File: config.mk
export PLATFORM = sky130hd
export DESIGN_NAME = whole_word_censor_filter_core
export DESIGN_NICKNAME = d
export VERILOG_FILES = /design/src/rtl/core/wwcf_pkg.sv /design/src/rtl/core/wwcf_cell.sv /design/src/rtl/core/whole_word_censor_filter_core.sv
export SDC_FILE = /design/constraint.sdc
export NUM_CORES = 1
export LEC_CHECK = 0
export BUFFER_PORTS_ARGS = -buffer_cell sky130_fd_sc_hd__clkbuf_2
export CORE_AREA = 2 2 203 205
export CTS_CLUSTER_DIAMETER = 50
export DETAILED_ROUTE_END_ITERATION = 10
export DIE_AREA = 0 0 205 207
export PLACE_DENSITY_LB_ADDON = 0.15
export SYNTH_ARGS = -nofsm -noshare
export SYNTH_HDL_FRONTEND = slang
export SYNTH_SLANG_ARGS = --single-unit
File: constraint.sdc
create_clock -name clk -period 6.2 [get_ports clk]
set_clock_uncertainty 0.1 [all_clocks]
set_input_delay 1.55 -clock clk [delete_from_list [all_inputs] [get_ports clk]]
set_output_delay 1.55 -clock clk [all_outputs]
set_load 0.02 [all_outputs]
File: src/rtl/core/wwcf_pkg.sv
// Shared types and constants for the whole-word censor filter core.
// Used by wwcf_cell and whole_word_censor_filter_core; depends on nothing.
`default_nettype none

package wwcf_pkg;

  localparam int CHAR_W         = 8;
  localparam int LEN_W          = 5;
  localparam int CFG_W          = 64;
  localparam int CFG_IDX_W      = 2;
  // Number of word characters the configuration registers can hold.
  localparam int WORD_CAP       = 24;
  localparam int WORD_LIMIT_DEF = 24;

  localparam logic [CHAR_W-1:0] DELIM_CHAR = 8'd32;
  localparam logic [CHAR_W-1:0] MASK_CHAR  = 8'd120;

  localparam logic [CFG_IDX_W-1:0] CFG_WORD_LOW  = 2'd0;
  localparam logic [CFG_IDX_W-1:0] CFG_WORD_MID  = 2'd1;
  localparam logic [CFG_IDX_W-1:0] CFG_WORD_HIGH = 2'd2;
  localparam logic [CFG_IDX_W-1:0] CFG_WORD_LEN  = 2'd3;

  typedef struct packed {
    logic [CHAR_W-1:0] in_char;
    logic              text_end;
  } wwcf_in_t;

  typedef struct packed {
    logic [CHAR_W-1:0] out_char;
    logic              run_last;
    logic              text_done;
  } wwcf_out_t;

  // Per-cell control: load the incoming byte, or take the neighbor's byte.
  typedef struct packed {
    logic load;
    logic shift;
  } wwcf_cell_ctl_t;

endpackage : wwcf_pkg

`default_nettype wire

File: src/rtl/core/wwcf_cell.sv
// One cell of the token buffer chain: holds one byte of the current token.
// Depends on wwcf_pkg for the character width and the cell control struct.
`default_nettype none

module wwcf_cell (
  input  wire                          clk,
  input  wwcf_pkg::wwcf_cell_ctl_t     ctl,
  input  wire [wwcf_pkg::CHAR_W-1:0]   load_char,
  input  wire [wwcf_pkg::CHAR_W-1:0]   next_char,
  output logic [wwcf_pkg::CHAR_W-1:0]  char_q
);
  import wwcf_pkg::*;

  logic [CHAR_W-1:0] char_r;
  logic [CHAR_W-1:0] char_nxt;

  always_comb begin
    char_nxt = char_r;
    if (ctl.load) begin
      char_nxt = load_char;
    end else if (ctl.shift) begin
      char_nxt = next_char;
    end
  end

  always_ff @(posedge clk) begin
    char_r <= char_nxt;
  end

  assign char_q = char_r;

endmodule : wwcf_cell

`default_nettype wire

File: src/rtl/core/whole_word_censor_filter_core.sv
// Whole-word censor filter: tokens held in a chain of byte cells, censored on exact match.
// A lone result goes straight into the output register; a flush of buffered bytes first
// enters the flush state, then sends each byte through the output register.
// One byte per cycle when the output does not stall and each byte causes at most one result;
// a flush holds input until its N bytes and any trailing delimiter or byte have been sent.
// Reset (rst_n low, synchronous): state, counts, valids and configuration clear; cells keep data.
`default_nettype none

module whole_word_censor_filter_core #(
  parameter int WORD_LIMIT = wwcf_pkg::WORD_LIMIT_DEF
) (
  input  wire                             clk,
  input  wire                             rst_n,
  input  wire                             in_valid,
  output logic                            in_stall,
  input  wwcf_pkg::wwcf_in_t              in_data,
  output logic                            out_valid,
  input  wire                             out_stall,
  output wwcf_pkg::wwcf_out_t             out_data,
  input  wire                             cfg_valid,
  output logic                            cfg_ready,
  input  wire [wwcf_pkg::CFG_IDX_W-1:0]   cfg_index,
  input  wire [wwcf_pkg::CFG_W-1:0]       cfg_data
);
  import wwcf_pkg::*;

  localparam int CNT_W = $clog2(WORD_LIMIT + 1);

  localparam logic ST_IDLE  = 1'b0;
  localparam logic ST_FLUSH = 1'b1;

  // Configuration registers.
  logic [CFG_W-1:0] word_low_r, word_mid_r, word_high_r;
  logic [LEN_W-1:0] word_len_r;
  logic [3*CFG_W-1:0] word_flat;

  // Token and sequencing state.
  logic             state_r, state_nxt;
  logic [CNT_W-1:0] count_r, count_nxt;
  logic             match_r, match_nxt;
  logic             pass_r, pass_nxt;
  logic [CNT_W-1:0] flush_left_r, flush_left_nxt;
  logic             mask_r, mask_nxt;
  logic             tail_valid_r, tail_valid_nxt;
  logic [CHAR_W-1:0] tail_char_r, tail_char_nxt;
  logic             end_r, end_nxt;
  logic             out_valid_r, out_valid_nxt;
  wwcf_out_t        out_data_r, out_data_nxt;

  wwcf_cell_ctl_t   cell_ctl [WORD_LIMIT];
  logic [CHAR_W-1:0] cell_char [WORD_LIMIT];

  logic             in_fire, slot_free, is_space, is_last;
  logic             store_byte, shift_chain;
  logic [LEN_W-1:0] limit;
  logic             wl_ok, hit_space, hit_store, match_store;
  logic [CNT_W-1:0] count_inc;
  logic [CHAR_W-1:0] word_char;
  logic [CNT_W-1:0] nflush;
  logic             ntail, nmask;
  logic [CHAR_W-1:0] ntail_char;
  logic             emit_last;

  assign cfg_ready = 1'b1;
  assign word_flat = {word_high_r, word_mid_r, word_low_r};

  assign slot_free = !out_valid_r || !out_stall;
  assign in_stall  = (state_r != ST_IDLE) || (out_valid_r && out_stall);
  assign in_fire   = in_valid && !in_stall;
  assign is_space  = (in_data.in_char == DELIM_CHAR);
  assign is_last   = in_data.text_end;

  assign limit = (word_len_r <= LEN_W'(WORD_LIMIT)) ? word_len_r : LEN_W'(WORD_LIMIT);
  assign wl_ok = (word_len_r != '0) && (word_len_r <= LEN_W'(WORD_LIMIT));
  assign count_inc = count_r + 1'b1;

  // Word character at the position the next stored byte will take.
  always_comb begin
    word_char = '0;
    for (int i = 0; i < WORD_LIMIT; i++) begin
      if (count_r == CNT_W'(i)) begin
        word_char = word_flat[CHAR_W*i +: CHAR_W];
      end
    end
  end

  assign store_byte  = in_fire && !is_space && !pass_r && (LEN_W'(count_r) < limit);
  assign match_store = match_r && (in_data.in_char == word_char);
  assign hit_space   = match_r && wl_ok && (LEN_W'(count_r) == word_len_r);
  assign hit_store   = match_store && wl_ok && (LEN_W'(count_inc) == word_len_r);

  // What one accepted byte produces: N buffered bytes, then an optional tail byte.
  always_comb begin
    nflush     = '0;
    nmask      = 1'b0;
    ntail      = 1'b0;
    ntail_char = in_data.in_char;
    if (is_space) begin
      nflush = pass_r ? '0 : count_r;
      nmask  = hit_space && !pass_r;
      ntail  = 1'b1;
    end else if (pass_r) begin
      ntail = 1'b1;
    end else if (LEN_W'(count_r) >= limit) begin
      nflush = count_r;
      ntail  = 1'b1;
    end else if (is_last) begin
      nflush = count_inc;
      nmask  = hit_store;
    end
  end

  assign emit_last   = (flush_left_r == CNT_W'(1)) && !tail_valid_r;
  assign shift_chain = (state_r == ST_FLUSH) && slot_free && (flush_left_r != '0);

  always_comb begin
    state_nxt      = state_r;
    count_nxt      = count_r;
    match_nxt      = match_r;
    pass_nxt       = pass_r;
    flush_left_nxt = flush_left_r;
    mask_nxt       = mask_r;
    tail_valid_nxt = tail_valid_r;
    tail_char_nxt  = tail_char_r;
    end_nxt        = end_r;
    out_valid_nxt  = out_valid_r && out_stall;
    out_data_nxt   = out_data_r;

    unique case (state_r)
      ST_IDLE: begin
        if (in_fire) begin
          if (is_space) begin
            count_nxt = '0;
            match_nxt = 1'b1;
            pass_nxt  = 1'b0;
          end else if (pass_r) begin
            count_nxt = count_r;
          end else if (LEN_W'(count_r) >= limit) begin
            pass_nxt  = 1'b1;
            match_nxt = 1'b0;
          end else begin
            count_nxt = count_inc;
            match_nxt = match_store;
          end
          if (is_last) begin
            count_nxt = '0;
            match_nxt = 1'b1;
            pass_nxt  = 1'b0;
          end

          if (nflush != '0) begin
            state_nxt      = ST_FLUSH;
            flush_left_nxt = nflush;
            mask_nxt       = nmask;
            tail_valid_nxt = ntail;
            tail_char_nxt  = ntail_char;
            end_nxt        = is_last;
          end else if (ntail) begin
            // Nothing buffered: the byte goes straight to the output register.
            out_valid_nxt          = 1'b1;
            out_data_nxt.out_char  = ntail_char;
            out_data_nxt.run_last  = 1'b1;
            out_data_nxt.text_done = is_last;
          end
        end
      end
      ST_FLUSH: begin
        if (slot_free) begin
          out_valid_nxt = 1'b1;
          if (flush_left_r != '0) begin
            out_data_nxt.out_char  = mask_r ? MASK_CHAR : cell_char[0];
            out_data_nxt.run_last  = emit_last;
            out_data_nxt.text_done = emit_last && end_r;
            flush_left_nxt         = flush_left_r - 1'b1;
            if (emit_last) begin
              state_nxt = ST_IDLE;
            end
          end else begin
            out_data_nxt.out_char  = tail_char_r;
            out_data_nxt.run_last  = 1'b1;
            out_data_nxt.text_done = end_r;
            tail_valid_nxt         = 1'b0;
            state_nxt              = ST_IDLE;
          end
        end
      end
    endcase
  end

  always_ff @(posedge clk) begin
    if (!rst_n) begin
      state_r      <= ST_IDLE;
      count_r      <= '0;
      match_r      <= 1'b1;
      pass_r       <= 1'b0;
      flush_left_r <= '0;
      tail_valid_r <= 1'b0;
      out_valid_r  <= 1'b0;
    end else begin
      state_r      <= state_nxt;
      count_r      <= count_nxt;
      match_r      <= match_nxt;
      pass_r       <= pass_nxt;
      flush_left_r <= flush_left_nxt;
      tail_valid_r <= tail_valid_nxt;
      out_valid_r  <= out_valid_nxt;
    end
  end

  always_ff @(posedge clk) begin
    mask_r      <= mask_nxt;
    tail_char_r <= tail_char_nxt;
    end_r       <= end_nxt;
    out_data_r  <= out_data_nxt;
  end

  always_ff @(posedge clk) begin
    if (!rst_n) begin
      word_low_r  <= '0;
      word_mid_r  <= '0;
      word_high_r <= '0;
      word_len_r  <= '0;
    end else if (cfg_valid && cfg_ready) begin
      unique case (cfg_index)
        CFG_WORD_LOW:  word_low_r  <= cfg_data;
        CFG_WORD_MID:  word_mid_r  <= cfg_data;
        CFG_WORD_HIGH: word_high_r <= cfg_data;
        CFG_WORD_LEN:  word_len_r  <= cfg_data[LEN_W-1:0];
      endcase
    end
  end

  // Token buffer: cell i is loaded when the token reaches position i; during a flush
  // every cell but the last takes its neighbor's byte so cell 0 always holds the next one.
  for (genvar g = 0; g < WORD_LIMIT; g++) begin : g_cell
    assign cell_ctl[g].load  = store_byte && (count_r == CNT_W'(g));
    assign cell_ctl[g].shift = shift_chain;
    if (g == WORD_LIMIT - 1) begin : g_end
      wwcf_cell u_cell (
        .clk       (clk),
        .ctl       (cell_ctl[g]),
        .load_char (in_data.in_char),
        .next_char (cell_char[g]),
        .char_q    (cell_char[g])
      );
    end else begin : g_mid
      wwcf_cell u_cell (
        .clk       (clk),
        .ctl       (cell_ctl[g]),
        .load_char (in_data.in_char),
        .next_char (cell_char[g+1]),
        .char_q    (cell_char[g])
      );
    end
  end

  assign out_valid = out_valid_r;
  assign out_data  = out_data_r;

  a_count_bound: assert property (@(posedge clk) disable iff (!rst_n)
    count_r <= CNT_W'(WORD_LIMIT))
    else $error("token count beyond the cell chain");

  a_pass_no_match: assert property (@(posedge clk) disable iff (!rst_n)
    pass_r |-> !match_r)
    else $error("pass-through token still marked as matching");

  a_done_is_last: assert property (@(posedge clk) disable iff (!rst_n)
    out_valid_r && out_data_r.text_done |-> out_data_r.run_last)
    else $error("text end flagged on a result that is not the last of its byte");

  a_flush_state: assert property (@(posedge clk) disable iff (!rst_n)
    (flush_left_r != '0) |-> (state_r == ST_FLUSH))
    else $error("buffered bytes pending outside the flush state");

  a_no_drop: assert property (@(posedge clk) disable iff (!rst_n)
    out_valid_r && out_stall |=> out_valid_r && $stable(out_data_r))
    else $error("stalled result lost or changed");

endmodule : whole_word_censor_filter_core

`default_nettype wire
==> summary.txt <==
Routing
  • WL/cell: about 23 microns
  • First-pass iteration count of the detailed router: 6
  • Via count: approximately 16000
  • DR vias/cell: around 6.1
  • Drt drc: 0
  • Antenna-violating nets left: 0
  • Overall routed net length: 62740 microns
  • Initial DRC count: approximately 1700

Die
  • Starting Density: approximately 50%
  • Die Wd: 205 microns
  • # IOs: a little over 90
  • DIE AREA: ~0.042 sq mm
  • Core Region: approximately 0.040 sq mm
  • Die height: between 200 and 250 microns
  • Standard-cell rows: 74

Power
  • Sw Pwr: between 1 and 1.5 mW
  • Reg power frac: 49.0%
  • P_int: between 4 and 5 mW
  • Maximum vdd drop: 189.7 uV
  • Switching Share: a little under a quarter
  • P_leak: just under 8 nW
  • Pwr Total: about 6.2 mW
  • Combinational share of power: under 10%
  • Clock share of power: a little under half
  • Power density of the placed cells: ~280 mW/mm^2

Timing
  • Max-slew violation count: 0
  • Slew margin rel.: approximately 37%
  • Final min period: 4765 ps
  • Final Hold Viols: 0
  • TNS Setup: 0 ps
  • Worst Tran Pin Value: 939.4 ps
  • Achievable Freq: about 210 MHz
  • Final period utilization: between 70% and 80%
  • Final setup vio count: 0
  • RSZ-0062 raised after global routing: false

Worst setup path
  • Worst setup EP type: flop
  • Worst path arrival time: approximately 5000 ps
  • Worst EP required: 6490 ps
  • CP startpoint kind: flop
  • Critical path class: reg -> reg
  • Crit-path max FO: 34

Yosys
  • Number of synthesized register bits: 424
  • Synthesized instance count: approximately 2100
  • Synthesized cell area: between 0.015 and 0.02 sq mm
  • Syn nets: 2178
  • Top cells by area, synth: edfxtp_1 32%, dfxtp_1 21%, nand2_1 9.9%
  • Asr flop ratio synth: 0%
  • Ys Warns: 0
  • Synth top area share: 31.83%
  • Number of unique standard cell types used by synthesis: 90
  • Post-synth top flop: edfxtp_1
  • Post-synthesis sequential area ratio: between 50% and 60%
  • Number of flops mapped to enable cells by yosys: ~210
  • Leading area contributor after synthesis: edfxtp_1
  • Post-Syn Area per Cell: between 9 and 10 sq um

Job
  • Max cap viols: 0

Clock network
  • CTS Root Buffer Type: clkbuf_16
  • Post-CTS setup buffer count: 0
  • Clock Latency Late Sink: about 590 ps
  • CTS HTree Levels: 2
  • Num CTS Buffers: 47
  • # hold bufs at CTS: 0
  • Bufs on Longest Clock Path: 3
  • CTS tree: yes
  • Clock transition at path regs: approximately 60 ps
  • Clk sink count: 424
  • Post-cts sizing count: 0

GRT
  • Initial antenna violation count: 0
  • Total gr overflow: 0
  • GRT Total Usage: between 20 and 30%
  • Vias in the first global route: around 15000
  • Largest net degree at the start of global routing: ~110
  • First-pass GRT wire length: roughly 94000 microns

Layout
  • # fillers: approximately 3600
  • Share of layout cells above drive strength 1: between 10% and 20%
  • # diodes: 0
  • Finished Cell Area: about 0.022 sq mm
  • Area delta synth->final: 11.49%
  • Non-filler instance count after layout: approximately 2700
  • Nets@finish: between 2000 and 2500
  • Fin util: 55.23%

Status
  • Status: finished, final reports clean

Worst hold path
  • HP Class: reg -> reg

Placed design
  • Placed cells: roughly 2600
  • Buffers on Ports: 91
  • Gpl congestion: between 1 and 1.5
  • DP HPWL: between 40000 and 50000 microns
  • Placed cell areas: between 0.02 and 0.025 sq mm
sequential cells by signal (all words and copies together) (netlist names), 5 cells and up:
register                    cells
out_data                       10
count_r                         5
g_cell.g_mid.u_cell.char_q    184
word_low_r                     64
flush_left_r                    5
word_mid_r                     64
tail_char_r                     8
word_high_r                    64
word_len_r                      5
g_cell.g_end.u_cell.char_q      8
synthesized netlist by cell type, types with 13 or more instances:
master,number
inv_1,32
dfxtp_1,212
nand2b_1,13
o22ai_1,17
nor2b_1,16
nand2_1,530
o211ai_1,16
nand3_1,26
clkbuf_1,109
o21ai_0,63
nor3_1,24
buf_2,31
edfxtp_1,212
nor2_1,84
ha_1,13
mux2_2,162
a31oi_1,21
a21oi_1,259
logic make-up after synthesis:
logic type / synth area share, %
flops: 53.05
simple gates: 17.47
other cells: 0.01875
xor+xnor: 0.3504
buf+inv: 3.985
mux: 9.672
compound gates: 14.64
fa+ha+maj: 0.8133
per-stage QoR:
step	setup slack [ps]	hold slack, ps
after floorplan	1820	331.2
after global placement	1389	341.8
after detailed placement	1304	345.4
after CTS	1536	353.4
after global routing	1187	374.6
final	1435	352.4
layer usage:
layer,vias to the layer above,track usage [%],share of wire (%)
li1,7456,-,-
met1,7859,40.37,42
met2,702,45.51,46
met3,148,4.437,7.2
met4,0,12.45,4.2
met5,-,0,0
power by group through the flow:
stage	combinational, mW	sequential (mW)	clock, mW
after floorplan	0.198	3.07	0
after global placement	0.329	3.08	0
after detailed placement	0.334	3.09	0
after CTS	0.336	3.03	2.85
after global routing	0.368	3.03	2.96
final	0.337	3.03	2.81
critical path: stages (launching register included):
cell	delay (ps)
dfxtp_1	400
inv_1	260
ha_2	800
nand4bb_1	540
and3_1	430
o22ai_1	300
a21boi_0	310
nand2_1	130
o31ai_1	80
a211oi_1	280
nand4_1	260
o31a_1	370
a2111oi_2	290
worst paths after layout:
path                                     start              to  slack [ps]  cells after the start
worst min register to register  word_low_r[44]  word_low_r[44]         350                      2
worst min-delay path            word_low_r[44]  word_low_r[44]         350                      2
worst max-delay path                count_r[0]          mask_r        1440                     12
worst max register to register      count_r[0]          mask_r        1440                     12
cell type report:
cell class                 count  area (sq um)  share of cell area (%)
clock buffer                  65          1316                   5.903
clock inverter                22         244.0                   1.094
inverter                      35         136.4                  0.6117
multi-input combinational   1468          8620                   38.66
sequential                   424         10610                   47.59
tap                          532         665.6                   2.985
timing repair buffer         124         703.2                   3.154
cell usage in the layout, fill, tap and decap left out, drive strengths merged, types with 5 or more instances in the layout:
cell / instances
xnor2: 6
o2bb2ai: 5
dfxtp: 212
o31ai: 13
mux2i: 11
nor3: 24
nand2b: 13
nor2b: 16
a21oi: 259
nand4: 6
o21a: 11
a311oi: 5
o22ai: 17
o21ai: 64
and2: 11
clkinv: 14
inv: 38
nand3b: 10
nor4: 6
a31oi: 21
nor3b: 14
nand2: 530
ha: 13
edfxtp: 212
buf: 33
and3: 7
o211ai: 16
nor2: 85
a211oi: 10
mux2: 162
a221oi: 8
clkbuf: 156
nand3: 26
No activity file was read; power rests on OpenSTA's default activity.
